===== config.mk =====
export PLATFORM = sky130hd
export DESIGN_NAME = circular_buffer_deque_flat
export DESIGN_NICKNAME = d
export VERILOG_FILES = /design/src/design/cbd_pkg.sv /design/src/design/cbd_if.sv /design/src/design/cbd_ram.sv /design/src/design/circular_buffer_deque.sv /design/src/flat_wrapper.sv
export VERILOG_INCLUDE_DIRS = /design/src /design/src/design
export SDC_FILE = /design/constraint.sdc
export NUM_CORES = 1
export LEC_CHECK = 0
export BUFFER_PORTS_ARGS = -buffer_cell sky130_fd_sc_hd__buf_2
export CAP_MARGIN = 20
export CELL_PAD_IN_SITES_DETAIL_PLACEMENT = 0
export CELL_PAD_IN_SITES_GLOBAL_PLACEMENT = 1
export CORE_ASPECT_RATIO = 1.2
export CORE_MARGIN = 8
export CORE_UTILIZATION = 45
export DETAILED_ROUTE_END_ITERATION = 16
export PLACE_DENSITY_LB_ADDON = 0.25
export RECOVER_POWER = 100
export SKIP_CTS_REPAIR_TIMING = 1
export SLEW_MARGIN = 20
export SYNTH_ARGS = -nofsm -noshare
export SYNTH_HDL_FRONTEND = slang
export SYNTH_HIERARCHICAL = 1
export SYNTH_SLANG_ARGS = --single-unit

===== constraint.sdc =====
create_clock -name clock -period 10.08 [get_ports clock]
set_input_delay 1.008 -clock clock [delete_from_list [all_inputs] [get_ports clock]]
set_output_delay 1.008 -clock clock [all_outputs]
set_load 0.005 [all_outputs]

===== src/design/circular_buffer_deque_defines.svh =====
// assertion macros shared by the deque rtl
// no dependencies; included by files that carry concurrent checks
`ifndef CIRCULAR_BUFFER_DEQUE_DEFINES_SVH
`define CIRCULAR_BUFFER_DEQUE_DEFINES_SVH

// same-cycle implication, masked during reset
`define CBD_ASSERT_NOW(label, clk, rst, ante, cons, msg) \
   label: assert property (@(posedge clk) disable iff (rst) (ante) |-> (cons)) \
      else $error(msg);

// next-cycle implication, masked during reset
`define CBD_ASSERT_NEXT(label, clk, rst, ante, cons, msg) \
   label: assert property (@(posedge clk) disable iff (rst) (ante) |=> (cons)) \
      else $error(msg);

`endif


===== src/design/cbd_pkg.sv =====
// types and fixed constants of the circular buffer deque
// no dependencies; used by the channel interfaces and the top level
package cbd_pkg;

   localparam int unsigned VALUE_W = 32;

   typedef enum logic [1:0] {
      OP_PUSH_FRONT = 2'd0,
      OP_PUSH_REAR  = 2'd1,
      OP_POP_FRONT  = 2'd2,
      OP_POP_REAR   = 2'd3
   } op_type;

   typedef enum logic [1:0] {
      ST_OK        = 2'd0,
      ST_OVERFLOW  = 2'd1,
      ST_UNDERFLOW = 2'd2
   } status_type;

endpackage


===== src/design/cbd_if.sv =====
// valid/ready channel interfaces of the circular buffer deque
// depends on cbd_pkg for the operation and status codes
interface cbd_req_if import cbd_pkg::*; ();
   logic                       valid;
   logic                       ready;
   op_type                     op;
   logic signed [VALUE_W-1:0]  value;

   modport source (output valid, output op, output value, input ready);
   modport sink (input valid, input op, input value, output ready);
endinterface

interface cbd_rsp_if import cbd_pkg::*; #(
   parameter int unsigned OCC_W = 5
) ();
   logic                       valid;
   logic                       ready;
   logic signed [VALUE_W-1:0]  popped;
   status_type                 status;
   logic [OCC_W-1:0]           occupancy;

   modport source (output valid, output popped, output status, output occupancy, input ready);
   modport sink (input valid, input popped, input status, input occupancy, output ready);
endinterface


===== src/design/cbd_ram.sv =====
// generic single-write, single-read memory with registered read data
// no dependencies
module cbd_ram #(
   parameter int unsigned WIDTH = 32,
   parameter int unsigned DEPTH = 16
) (
   input  logic                     clock,
   input  logic                     wr_en,
   input  logic [$clog2(DEPTH)-1:0] wr_addr,
   input  logic [WIDTH-1:0]         wr_data,
   input  logic                     rd_en,
   input  logic [$clog2(DEPTH)-1:0] rd_addr,
   output logic [WIDTH-1:0]         rd_data
);

   logic [WIDTH-1:0] mem [DEPTH];

   always_ff @(posedge clock) begin
      if (wr_en) begin
         mem[wr_addr] <= wr_data;
      end
   end

   always_ff @(posedge clock) begin
      if (rd_en) begin
         rd_data <= mem[rd_addr];
      end
   end

endmodule


===== src/design/circular_buffer_deque.sv =====
// Double-ended queue of DEPTH signed 32-bit words kept in a circular single-port-pair RAM.
// A request pushes at the front or rear, or pops from the front or rear; each request
// produces exactly one response carrying the popped word (zero unless a pop succeeded),
// a status (ok, overflow on a push to a full deque, underflow on a pop from an empty one)
// and the occupancy after the operation. One request is taken per clock; its response is
// presented the cycle after the transfer, once the RAM's registered read returns the
// popped word, and the response register holds it while the sink stalls, during which no
// new request is taken. A push into an empty deque lands in slot 0, and popping the last
// entry returns both ends to slot 0. There is no clearing pass: slots are defined by the
// pushes that write them. Depends on cbd_pkg, cbd_if.sv and cbd_ram.
`include "circular_buffer_deque_defines.svh"

module circular_buffer_deque import cbd_pkg::*; #(
   parameter int unsigned DEPTH = 16
) (
   input  logic       clock,
   input  logic       reset,
   cbd_req_if.sink    req,
   cbd_rsp_if.source  rsp
);

   localparam int unsigned IDX_W = $clog2(DEPTH);
   localparam int unsigned CNT_W = $clog2(DEPTH + 1);

   logic [IDX_W-1:0] head_ff, head_in;
   logic [IDX_W-1:0] tail_ff, tail_in;
   logic [CNT_W-1:0] count_ff, count_in;

   logic             s1_valid_ff, s1_valid_in;
   logic             s1_pop_ok_ff;
   status_type       s1_status_ff;
   logic [CNT_W-1:0] s1_occ_ff;

   logic             req_fire;
   logic             full, empty;
   logic [IDX_W-1:0] head_inc, head_dec, tail_inc, tail_dec;
   logic             wr_en, rd_en, pop_ok;
   logic [IDX_W-1:0] wr_addr, rd_addr;
   status_type       status;
   logic [VALUE_W-1:0] rd_data;
   logic [IDX_W-1:0] span;

   // the stage may refill whenever its held response leaves
   assign req.ready = !reset && (!s1_valid_ff || rsp.ready);
   assign req_fire  = req.valid && req.ready;

   assign full  = (count_ff == CNT_W'(DEPTH));
   assign empty = (count_ff == '0);

   assign head_inc = (head_ff == IDX_W'(DEPTH - 1)) ? '0 : head_ff + 1'b1;
   assign head_dec = (head_ff == '0) ? IDX_W'(DEPTH - 1) : head_ff - 1'b1;
   assign tail_inc = (tail_ff == IDX_W'(DEPTH - 1)) ? '0 : tail_ff + 1'b1;
   assign tail_dec = (tail_ff == '0) ? IDX_W'(DEPTH - 1) : tail_ff - 1'b1;

   always_comb begin
      head_in  = head_ff;
      tail_in  = tail_ff;
      count_in = count_ff;
      wr_en    = 1'b0;
      wr_addr  = '0;
      rd_en    = 1'b0;
      rd_addr  = head_ff;
      pop_ok   = 1'b0;
      status   = ST_OK;
      if (req_fire) begin
         case (req.op)
            OP_PUSH_FRONT, OP_PUSH_REAR: begin
               if (full) begin
                  status = ST_OVERFLOW;
               end else begin
                  wr_en    = 1'b1;
                  count_in = count_ff + 1'b1;
                  if (empty) begin
                     head_in = '0;
                     tail_in = '0;
                     wr_addr = '0;
                  end else if (req.op == OP_PUSH_FRONT) begin
                     head_in = head_dec;
                     wr_addr = head_dec;
                  end else begin
                     tail_in = tail_inc;
                     wr_addr = tail_inc;
                  end
               end
            end
            OP_POP_FRONT, OP_POP_REAR: begin
               if (empty) begin
                  status = ST_UNDERFLOW;
               end else begin
                  rd_en    = 1'b1;
                  pop_ok   = 1'b1;
                  count_in = count_ff - 1'b1;
                  if (req.op == OP_POP_FRONT) begin
                     rd_addr = head_ff;
                     head_in = head_inc;
                  end else begin
                     rd_addr = tail_ff;
                     tail_in = tail_dec;
                  end
                  // last entry gone: both ends go home
                  if (count_ff == CNT_W'(1)) begin
                     head_in = '0;
                     tail_in = '0;
                  end
               end
            end
            default: begin
               status = ST_OK;
            end
         endcase
      end
   end

   cbd_ram #(
      .WIDTH (VALUE_W),
      .DEPTH (DEPTH)
   ) u_slots (
      .clock   (clock),
      .wr_en   (wr_en),
      .wr_addr (wr_addr),
      .wr_data (req.value),
      .rd_en   (rd_en),
      .rd_addr (rd_addr),
      .rd_data (rd_data)
   );

   always_ff @(posedge clock) begin
      if (reset) begin
         head_ff  <= '0;
         tail_ff  <= '0;
         count_ff <= '0;
      end else begin
         head_ff  <= head_in;
         tail_ff  <= tail_in;
         count_ff <= count_in;
      end
   end

   assign s1_valid_in = req_fire || (s1_valid_ff && !rsp.ready);

   always_ff @(posedge clock) begin
      if (reset) begin
         s1_valid_ff <= 1'b0;
      end else begin
         s1_valid_ff <= s1_valid_in;
      end
   end

   always_ff @(posedge clock) begin
      if (req_fire) begin
         s1_pop_ok_ff <= pop_ok;
         s1_status_ff <= status;
         s1_occ_ff    <= count_in;
      end
   end

   // read data stays put while stalled since no new pop reads during a stall
   assign rsp.valid     = s1_valid_ff;
   assign rsp.popped    = s1_pop_ok_ff ? rd_data : '0;
   assign rsp.status    = s1_status_ff;
   assign rsp.occupancy = s1_occ_ff;

   // distance from front to rear, modulo depth, for the occupancy check
   assign span = (tail_ff >= head_ff) ? tail_ff - head_ff
                                      : IDX_W'(DEPTH - 1) - head_ff + tail_ff + 1'b1;

   `CBD_ASSERT_NOW(a_count_max, clock, reset, 1'b1, count_ff <= CNT_W'(DEPTH),
      "occupancy exceeds depth")
   `CBD_ASSERT_NOW(a_empty_home, clock, reset, empty, head_ff == '0 && tail_ff == '0,
      "empty deque with ends away from slot 0")
   `CBD_ASSERT_NOW(a_span, clock, reset, !empty, CNT_W'(span) + 1'b1 == count_ff,
      "end pointers disagree with occupancy")
   `CBD_ASSERT_NOW(a_rd_free, clock, reset, rd_en, !s1_valid_ff || rsp.ready,
      "ram read issued while response stage is held")
   `CBD_ASSERT_NEXT(a_pop_resp, clock, reset, rd_en, s1_valid_ff && s1_pop_ok_ff,
      "successful pop not flagged in the response stage")

endmodule


===== src/flat_wrapper.sv =====
// flat-port wrapper written by rule: the top's interface ports become plain ports
module circular_buffer_deque_flat import cbd_pkg::*;
#(
   parameter int unsigned DEPTH = 16
)
  (clock, reset, req_valid, req_op, req_value, req_ready, rsp_valid, rsp_popped, rsp_status, rsp_occupancy, rsp_ready);
  cbd_req_if req_i ();
  cbd_rsp_if #(.OCC_W(($clog2(DEPTH + 1)))) rsp_i ();
  input  logic clock;
  input  logic reset;
  input wire logic [$bits(req_i.valid)-1:0] req_valid;
  input wire logic [$bits(req_i.op)-1:0] req_op;
  input wire logic [$bits(req_i.value)-1:0] req_value;
  output wire logic [$bits(req_i.ready)-1:0] req_ready;
  output wire logic [$bits(rsp_i.valid)-1:0] rsp_valid;
  output wire logic [$bits(rsp_i.popped)-1:0] rsp_popped;
  output wire logic [$bits(rsp_i.status)-1:0] rsp_status;
  output wire logic [$bits(rsp_i.occupancy)-1:0] rsp_occupancy;
  input wire logic [$bits(rsp_i.ready)-1:0] rsp_ready;
  assign req_i.valid = req_valid;
  assign req_i.op = req_op;
  assign req_i.value = req_value;
  assign req_ready = req_i.ready;
  assign rsp_valid = rsp_i.valid;
  assign rsp_popped = rsp_i.popped;
  assign rsp_status = rsp_i.status;
  assign rsp_occupancy = rsp_i.occupancy;
  assign rsp_i.ready = rsp_ready;
  circular_buffer_deque #(.DEPTH(DEPTH)) u_core (.clock(clock), .reset(reset), .req(req_i), .rsp(rsp_i));
endmodule

**Yosys cells after proc, flatten, opt, wreduce, memory -nomap -nowiden**

Memories as Yosys holds them, arrays and structs flattened. A register that Yosys moved wholly into a read port is not among the register bits.
Cells that the tools add are included.

- Muxes and demuxes: 43
- Equal/unequal tests: 13
- Add/subtract/negate cells: 6
- Reductions and logical operators: 16

Operator list:

| operator | number |
|---|---|
| two-way mux 4 bit | 25 |
| two-way mux 32 bit | 1 |
| one-hot mux 4 bit (2 select lines) | 2 |
| two-way mux 5 bit | 3 |
| one-hot mux 5 bit (2 select lines) | 1 |
| AND reduction 5 bit | 2 |
| two-way mux 1 bit | 9 |
| adder 4 x 1 -> 4 bit (second input constant) | 2 |
| equality test 4 bit (second input constant) | 2 |
| zero test 4 bit | 2 |
| subtractor 4 x 1 -> 4 bit (second input constant) | 2 |
| != test 3 x 1 -> 1 bit (second input constant) | 2 |
| adder 5 x 1 -> 5 bit (second input constant) | 1 |
| equality test 5 x 1 -> 1 bit (second input constant) | 1 |
| equality test 5 bit (second input constant) | 1 |
| zero test 5 bit | 1 |
| subtractor 5 x 1 -> 5 bit (second input constant) | 1 |
| equality test 2 bit (second input constant) | 2 |
| != test 2 bit (second input constant) | 2 |
| one-hot mux 2 bit (2 select lines) | 1 |
| OR reduction 2 bit | 2 |
| logical AND 1 bit | 3 |
| zero test 1 bit | 3 |
| != test 3 x 2 -> 1 bit (second input constant) | 1 |
| 5 further kinds | 6 |

- Register bits after elaboration: 22
- Output and inout bits: 41
- Memories kept: 1
- Logic and storage cells: 86
- RAM bits: 512
- Input bits: 38

Memory list:

| name | words | bits a word | rd ports | clocked after memory_dff | write ports | RTL line | source |
|---|---|---|---|---|---|---|---|
| u_core.u_slots.mem | 16 | 32 | 1 | 1 | 1 | cbd_ram.sv:16 | `logic [WIDTH-1:0] mem [DEPTH];` |

**Logic depth before layout (Yosys ltp)**

Gate-level depths: netlist (run 1).

- Depth in word-level cells: 7
- Mapped depth: 11
- Gate-level depth less buffers: 9

**Cells and area by module**

The synthesis (run 1) kept the hierarchy.

Modules (own cells, without submodules):

| module | cells each | times used | area an instance (um^2) | sequential area each (um^2) |
|---|---|---|---|---|
| cbd_ram | 838 | 1 | 20155.6 | 16335.7 |
| circular_buffer_deque | 230 | 1 | 1895.6 | 520.5 |

**Least setup slack after synthesis (run 1)**

No wires, ideal clock.

- Kind: input-to-reg
- Start point: input port req_op[1]
- End point: memory u_core.u_slots.mem[0][0] (enable)
- Stages: 7
- Buffers on the path: 2
- Data required time: 9.619 ns
- Setup time: 0.461 ns
- Setup slack: 5.056 ns
- Data arrival time: 4.563 ns
- Cells stage by stage: clkbuf_1 clkbuf_1 nor3_1 nand2_1 a221oi_1 or3b_2 nor3_1

- Word-level cells in the longest chain between the ends: 6
- Elaborated cells on any way between the ends: 12
- Those cells by class: 1 x eq/ne; 9 x mux; 2 x reduce/logical

Ends and longest elaborated chain:

| element | RTL line | source |
|---|---|---|
| start: declaration | flat_wrapper.sv:12 | `input wire logic [$bits(req_i.op)-1:0] req_op;` |
| zero test 2 bit | circular_buffer_deque.sv:66, circular_buffer_deque.sv:77 |  |
| two-way mux 4 bit | circular_buffer_deque.sv:77 | `end else if (req.op == OP_PUSH_FRONT) begin` |
| two-way mux 4 bit | circular_buffer_deque.sv:73 | `if (empty) begin` |
| two-way mux 4 bit | circular_buffer_deque.sv:68 | `if (full) begin` |
| two-way mux 4 bit * | circular_buffer_deque.sv:66 | `case (req.op)` |
| two-way mux 4 bit * | circular_buffer_deque.sv:65 | `if (req_fire) begin` |
| named net u_core.wr_addr[2] | circular_buffer_deque.sv:38 | `logic [IDX_W-1:0] wr_addr, rd_addr;` |
| end: declaration | cbd_ram.sv:16 |  |

Mark *: on every way through the listed nets, which the timed path passes. The rest lies on a longest branch.

**Worst setup path in the final report (run 1)**

- Start point: register u_core.count_ff[0]
- End point: register u_core.u_slots.rd_data[1] (read register of u_core.u_slots.mem) (data pin)

- Word-level cells in the longest chain between the ends: 4
- Elaborated cells on any way between the ends: 7
- Those cells by class: 6 x mux; 1 x reduce/logical

Ends and longest elaborated chain:

| element | RTL line | source |
|---|---|---|
| start: declaration | circular_buffer_deque.sv:27 | `logic [CNT_W-1:0] count_ff, count_in;` |
| start signal: assignment | circular_buffer_deque.sv:135 | `count_ff <= count_in;` |
| zero test 5 bit | circular_buffer_deque.sv:48 | `assign empty = (count_ff == '0);` |
| two-way mux 4 bit | circular_buffer_deque.sv:87 | `if (empty) begin` |
| two-way mux 4 bit | circular_buffer_deque.sv:66 |  |
| two-way mux 4 bit | circular_buffer_deque.sv:65 |  |
| named net u_core.rd_addr[0] | circular_buffer_deque.sv:38 |  |
| end: declaration | cbd_ram.sv:13 | `output logic [WIDTH-1:0] rd_data` |

The timed path passes the listed nets, and every way through them passes these cells.
A chain may end at the register's enable or synchronous reset.

==> impl_metrics.py, run 1 <==
metrics = {
    "run_status": {
        "status": "finished, violations left",
        "failed_checks": "max-capacitance violations, max-slew violations",
    },
    "routing": {
        "first_pass_iters": 5,
        "drtIter0Drc": 919,
        "drt-total-wl_um": 48600,
        "ant_nets": 0,
        "wl_per_cell_um": 26.3,
        "viasPerCell": 5.78,
        "drc": 0,
        "vias": 10700,
    },
    "logic_synthesis": {
        "ys_seq_area_share_pct": 76.4,
        "synth_edf_count": 552,
        "synth_most_common_cell": "edfxtp_1",
        "synth_cell_type_count": 56,
        "syn-num-nets": 1114,
        "ys_warn_count": 6,
        "synth.top_cells.by_area": "edfxtp_1 (75%), mux4_2 (13%), a22oi_1 (2.3%), dfxtp_1 (1.3%), and2_1 (0.94%)",
        "yosysTopAreaCell": "edfxtp_1",
        "synth_top_flop_cell": "edfxtp_1",
        "yosys-top-cells-count": "edfxtp_1 (552), mux4_2 (128), a22oi_1 (69)",
        "synthCells": 1068,
        "netlist_area_sq_um": 22100,
        "syn_area_per_cell_sq_um": 20.6,
        "async_reset_ff_share_pct": 0,
        "synth_top_area_share_pct": 75.2,
        "synth_seq_cells": 566,
    },
    "final_layout": {
        "layout-drive-gt1-share_pct": 21.9,
        "syn_to_final_growth_pct": 12.2,
        "nets": 1215,
        "fill_cells": 3958,
    },
    "floorplanning": {
        "design.portCount": 79,
        "core_area_sq_um": 48800,
        "num_rows": 89,
        "start_util_pct": 45.2,
        "dieWidth_um": 218,
        "die_y_um": 258,
        "die_area_sq_um": 56400,
    },
    "sta": {
        "min_period_ns": 6.89,
        "hold_viol": 0,
        "report.final.slew_viol_count": 532,
        "finClkSkew_ns": 0.0157,
        "fin_crit_sh_pct": 68.4,
        "tightestPinTransition_ns": 2.96,
        "clock.fmax_mhz": 145,
        "rsz0062_at_grt": "false",
        "setup_violations": 0,
        "hold_ws_ns": 0.628,
        "final.setup.tns_ns": 0,
        "relSlewSlack_pct": -97.1,
    },
    "min_path": {
        "min_path_type": "register to register",
    },
    "critical_path": {
        "critPathKind": "register to register",
        "critical_path_arrival_ns": 7.20,
        "worst_ep_required_time_ns": 10.39,
        "end_kind": "register",
        "crit_fanout": 104,
        "critPathLaunchType": "register",
    },
    "global_route": {
        "grt_overflow_total": 0,
        "grt_pass1_wl_um": 72000,
        "grt_pass1_vias": 11200,
        "grtUsageTotal_pct": 17.2,
        "grt_max_degree": 105,
        "antenna_found_initial": 3,
    },
    "clock_tree": {
        "clockBufferDepth": 3,
        "cts_tree": "done",
        "clock_latency_ns": 0.58,
        "htreeDepth": 2,
        "cts_buffers": 54,
        "clk_pin_slew_ns": 0.07,
        "cts-root-buf": "clkbuf_16",
        "cts.sink_count": 566,
    },
    "power": {
        "leakage_nw": 7.57,
        "power_density_nw_per_um2": 196,
        "peakVddDrop_mv": 0.119,
    },
    "placement": {
        "place.gp.congestion": 0.799,
        "dp.final_hpwl_um": 25000,
        "port_buffers": 78,
    },
    "flow_run": {
        "maxCapViolCount": 24,
    },
}
-- critical path: stages, from the launching register on --
cell and delay [ns]:
dfxtp_1 0.36, inv_1 0.12, ha_1 0.24, nor4b_1 1.53, nor2_1 0.32, nand3_1 0.41, mux2i_4 0.28, clkbuf_1 1.60
buf_12 0.75, mux4_2 0.60, a22oi_1 0.24, nand2_1 0.11
-- layout by cell type (no fill, tap or decap), types with 20 or more instances in the layout --
| cell type | instances |
|---|---|
| edfxtp_1 | 552 |
| and2_0 | 24 |
| nor3_1 | 20 |
| nand2_1 | 40 |
| buf_2 | 35 |
| clkbuf_16 | 55 |
| mux4_2 | 128 |
| clkbuf_1 | 72 |
| nor2_1 | 27 |
| a22oi_1 | 69 |
-- worst paths after layout --
kind	startpoint	slack (ns)	depth (start not counted)	to
min	u_core/head_ff[0]	0.63	2	u_core/head_ff[0]
max	u_core/count_ff[0]	3.19	11	u_core/u_slots/rd_data[1]
max reg2reg	u_core/count_ff[0]	3.19	11	u_core/u_slots/rd_data[1]
min reg2reg	u_core/head_ff[0]	0.63	2	u_core/head_ff[0]
-- metal layers --
metal	vias to the layer above	routed length [um]	GRT usage (%)
met4	4	921	4.15
met1	5707	20100	22.3
met5	-	27	0
met2	264	25200	30.4
met3	62	2390	2.54
li1	4650	-	-
-- sequential cells by signal (all words and copies together) (netlist names) --
signal                  flops
u_core/tail_ff              4
u_core/u_slots/mem        512
u_core/s1_pop_ok_ff         1
u_core/head_ff              4
u_core/rsp.occupancy        5
u_core/rsp.status           2
u_core/rsp.valid            1
u_core/u_slots/rd_data     32
u_core/count_ff             5
-- power breakdown --
group	switching, mW	internal (mW)	leakage [nW]	total [mW]
logic	0.182	0.135	1.66	0.317
registers	0.0129	2.61	5.08	2.62
clock network	0.848	1.05	0.822	1.90
-- logic make-up after synthesis --
logic type | Yosys count | synth area share [%]
flip-flops | 566 | 76.4
buffers and inverters | 73 | 1.53
adder cells (fa/ha/maj) | 8 | 0.454
XOR/XNOR | 4 | 0.244
AO/OA/AOI/OAI | 122 | 4.12
AND/OR/NAND/NOR | 162 | 3.89
multiplexers | 133 | 13.3
-- per-stage QoR --
stage               instances  power [mW]  cell area [sq um]  setup WS [ns]  util [%]
CTS                      1849        4.90              25000           5.10      51.2
finish                   1850        4.84              24700           3.19      50.7
global placement         1750        2.99              23300           4.68      47.8
floorplan                1068        2.89              22100           5.06         -
global route             1849        5.00              24700           2.66      50.7
detailed placement       1750        3.00              23300           4.59      47.8
-- area by class of cell --
class	instances	area [sq um]	share of cell area [%]
Inverter	13	48.8	0.197
Tap cell	637	797	3.22
Clock buffer	63	1410	5.68
Timing Repair Buffer	105	477	1.93
Multi-Input combinational cell	429	4900	19.8
Sequential cell	566	16900	68.1
Clock inverter	36	255	1.03
Antenna cell	1	2.50	0.0101
Note: power is estimated with default switching activity, not from simulation.
==> inputs of run 2 (changes only) <==
--- a/config.mk
+++ b/config.mk
@@ -6,6 +6,7 @@
 export SDC_FILE = /design/constraint.sdc
 export NUM_CORES = 1
 export LEC_CHECK = 0
+export ABC_AREA = 1
 export BUFFER_PORTS_ARGS = -buffer_cell sky130_fd_sc_hd__buf_2
 export CAP_MARGIN = 20
 export CELL_PAD_IN_SITES_DETAIL_PLACEMENT = 0
==> constraint.sdc (replaced) <==
create_clock -name clock -period 6.2 [get_ports clock]
set_input_delay 0.62 -clock clock [delete_from_list [all_inputs] [get_ports clock]]
set_output_delay 0.62 -clock clock [all_outputs]
set_load 0.005 [all_outputs]
==> run 2 against run 1 <==
  * The flow still finishes with violations (max-capacitance violations, max-slew violations)
  * Core utilization shrank 0.29 points
  * Critical path depth down 3
  * Sequential power is 62% higher
  * Maximum frequency increased by 42%
  * Via count increased by 54%
  * Hold slack lost 0.35 ns
  * Final cell count increased by 76%
  * Clock-buffer cell count up 5
  * Design area is 12% higher
  * Setup slack worse by 1.8 ns
  * Synthesized area is 13% higher
  * Largest cell class unchanged
  * Highest routed layer unchanged
==> impl_metrics.py, run 2 <==
metrics = {
    "global_route": {
        "grt_pass1_vias": 16100,
        "grt_pass1_wl_um": 94500,
        "use_met2_pct": 33.7,
        "grt_use_met3_pct": 2.95,
        "use_met1_pct": 24.8,
        "grt_max_degree": 205,
        "grt_overflow_total": 0,
        "busiest_layer": "met2",
        "grtUsageTotal_pct": 19.4,
        "antenna_found_initial": 1,
    },
    "power": {
        "power.switching_mw": 1.89,
        "combPwrFrac_pct": 7.1,
        "p_sw_share_pct": 22.7,
        "power_mw": 8.32,
        "peakVddDrop_mv": 0.224,
        "power.share.clock_pct": 41.9,
        "p_int_mw": 6.43,
        "power_density_nw_per_um2": 301,
        "leakage_nw": 11.7,
        "seq_power_share_pct": 51.0,
    },
    "critical_path": {
        "worst_ep_required_time_ns": 6.48,
        "critPathKind": "register to register",
        "critPathLaunchType": "register",
        "critical_path_arrival_ns": 5.13,
        "end_kind": "register",
        "crit_fanout": 17,
    },
    "final_layout": {
        "fin_cells": 3255,
        "top_regs": "u_core/u_slots/mem: 512 flops, u_core/u_slots/rd_data: 32 flops",
        "largest_reg_flops": 512,
        "final_common_cell": "nand2_1",
        "regMostFlops": "u_core/u_slots/mem",
        "num_antenna_cells": 0,
        "mostFrequentLayoutCells": "nand2_1 (775), edfxtp_1 (552), inv_1 (449), nand3_1 (408), clkbuf_1 (86)",
        "syn_to_final_growth_pct": 10.8,
        "nets": 2531,
        "fin_area_sq_um": 27600,
        "layout-drive-gt1-share_pct": 5.88,
    },
    "clock_tree": {
        "clockBufferDepth": 3,
        "clock_latency_ns": 0.62,
        "htreeDepth": 2,
        "cts-root-buf": "clkbuf_16",
        "clk_pin_slew_ns": 0.06,
        "cts_buffers": 58,
        "cts.sink_count": 566,
        "cts_tree": "done",
    },
    "sta": {
        "final.setup.tns_ns": 0,
        "finClkSkew_ns": 0.0212,
        "fin_crit_sh_pct": 78.3,
        "tightestPinTransition_ns": 3.19,
        "hold_ws_ns": 0.283,
        "setup_violations": 0,
        "hold_viol": 0,
        "rsz0062_at_grt": "false",
        "relSlewSlack_pct": -112,
        "min_period_ns": 4.85,
        "clock.fmax_mhz": 206,
        "report.final.slew_viol_count": 211,
    },
    "logic_synthesis": {
        "syn_area_per_cell_sq_um": 10.3,
        "syn-num-nets": 2473,
        "synth_top_flop_cell": "edfxtp_1",
        "yosysTopAreaCell": "edfxtp_1",
        "synthCells": 2427,
        "ys_seq_area_share_pct": 67.6,
        "synth_seq_cells": 566,
        "netlist_area_sq_um": 24900,
        "synth.top_cells.by_area": "edfxtp_1 (66%), nand2_1 (12%), nand3_1 (8.2%), inv_1 (6.8%), buf_6 (1.4%)",
        "synth_edf_count": 552,
        "synth_most_common_cell": "nand2_1",
        "ys_warn_count": 6,
        "synth_top_area_share_pct": 66.4,
        "yosys-top-cells-count": "nand2_1 (771), edfxtp_1 (552), inv_1 (450)",
        "async_reset_ff_share_pct": 0,
        "synth_cell_type_count": 32,
    },
    "floorplanning": {
        "num_rows": 94,
        "dieWidth_um": 231,
        "core_area_sq_um": 54800,
        "die_y_um": 274,
        "die_area_sq_um": 63300,
        "design.portCount": 79,
        "start_util_pct": 45.5,
    },
    "routing": {
        "ant_nets": 0,
        "drc": 0,
        "drtIter0Drc": 1248,
        "vias": 16400,
        "drt-total-wl_um": 61600,
        "viasPerCell": 5.04,
        "wl_per_cell_um": 18.9,
        "first_pass_iters": 5,
    },
    "run_status": {
        "status": "finished, violations left",
        "failed_checks": "max-capacitance violations, max-slew violations",
    },
    "flow_run": {
        "maxCapViolCount": 9,
    },
    "placement": {
        "port_buffers": 78,
        "dp.final_hpwl_um": 32700,
        "post_dp_cell_area_sq_um": 26000,
        "place.gp.congestion": 0.798,
        "placed_cells": 3144,
    },
    "min_path": {
        "min_path_type": "primary input to register",
    },
}
## run 2: changes by cell type in the layout (fill, tap and decap cells not counted), moves of 24 or more
cell	before	now
and2_0	24	0
mux4_2	128	0
nand3_1	9	408
inv_1	12	449
nand2_1	40	775
a22oi_1	69	0
## run 2: worst max-delay path: stages (launching register included)
cell      delay [ns]
dfxtp_1         0.31
nand2_1         0.12
nand2_4         0.06
nor2_1          0.79
nand2_1         0.24
nor3_1          0.39
nand3b_1        0.32
nor2_1          1.71
buf_4           0.57
## run 2: layer usage
metal,wire length [um],vias up
li1,-,7932
met1,25900,7905
met2,30600,464
met3,3350,113
met4,1750,2
met5,13,-
## run 2: stage by stage
step	setup slack [ns]	util (%)
6_report	1.35	50.4
5_1_grt	1.00	50.4
4_1_cts	2.19	50.9
3_5_place_dp	2.14	47.4
3_3_place_gp	2.19	47.3
2_1_floorplan	2.79	-
## run 2: area by class of cell
type	instances	area (sq um)
clock buffer	68	1510
fill	5027	27200
timing repair buffer	109	572
multi-input combinational	1293	5670
inverter	457	1730
clock inverter	42	403
sequential	566	16900
tap	720	901
## run 2: logic make-up (layout without fill, tap and decap cells)
logic type,count (synthesis),in the layout,share of synthesized area [%]
xor gates and xnor gates,6,6,0.211
and+or+nand+nor,1252,1252,21.4
buffers and inverters,568,676,9.86
AOI/OAI and AO/OA,27,27,0.567
DFF,566,566,67.6
adders and majority gates,8,8,0.401
## run 2: final timing paths
kind	startpoint	to	slack, ns	cells past startpoint
setup / recovery	u_core/rsp.valid	u_core/u_slots/mem[9][26]	1.35	8
hold / removal	reset	u_core/count_ff[2]	0.28	2
setup reg to reg	u_core/rsp.valid	u_core/u_slots/mem[9][26]	1.35	8
hold reg to reg	u_core/tail_ff[1]	u_core/tail_ff[1]	0.53	2
## run 2: power by group through the flow
stage | combinational, mW | sequential (mW) | clock (mW)
after floorplan | 0.417 | 4.32 | 0
final | 0.587 | 4.25 | 3.49
after global routing | 0.662 | 4.25 | 3.71
after CTS | 0.606 | 4.24 | 3.57
after detailed placement | 0.603 | 4.32 | 0
after global placement | 0.597 | 4.32 | 0
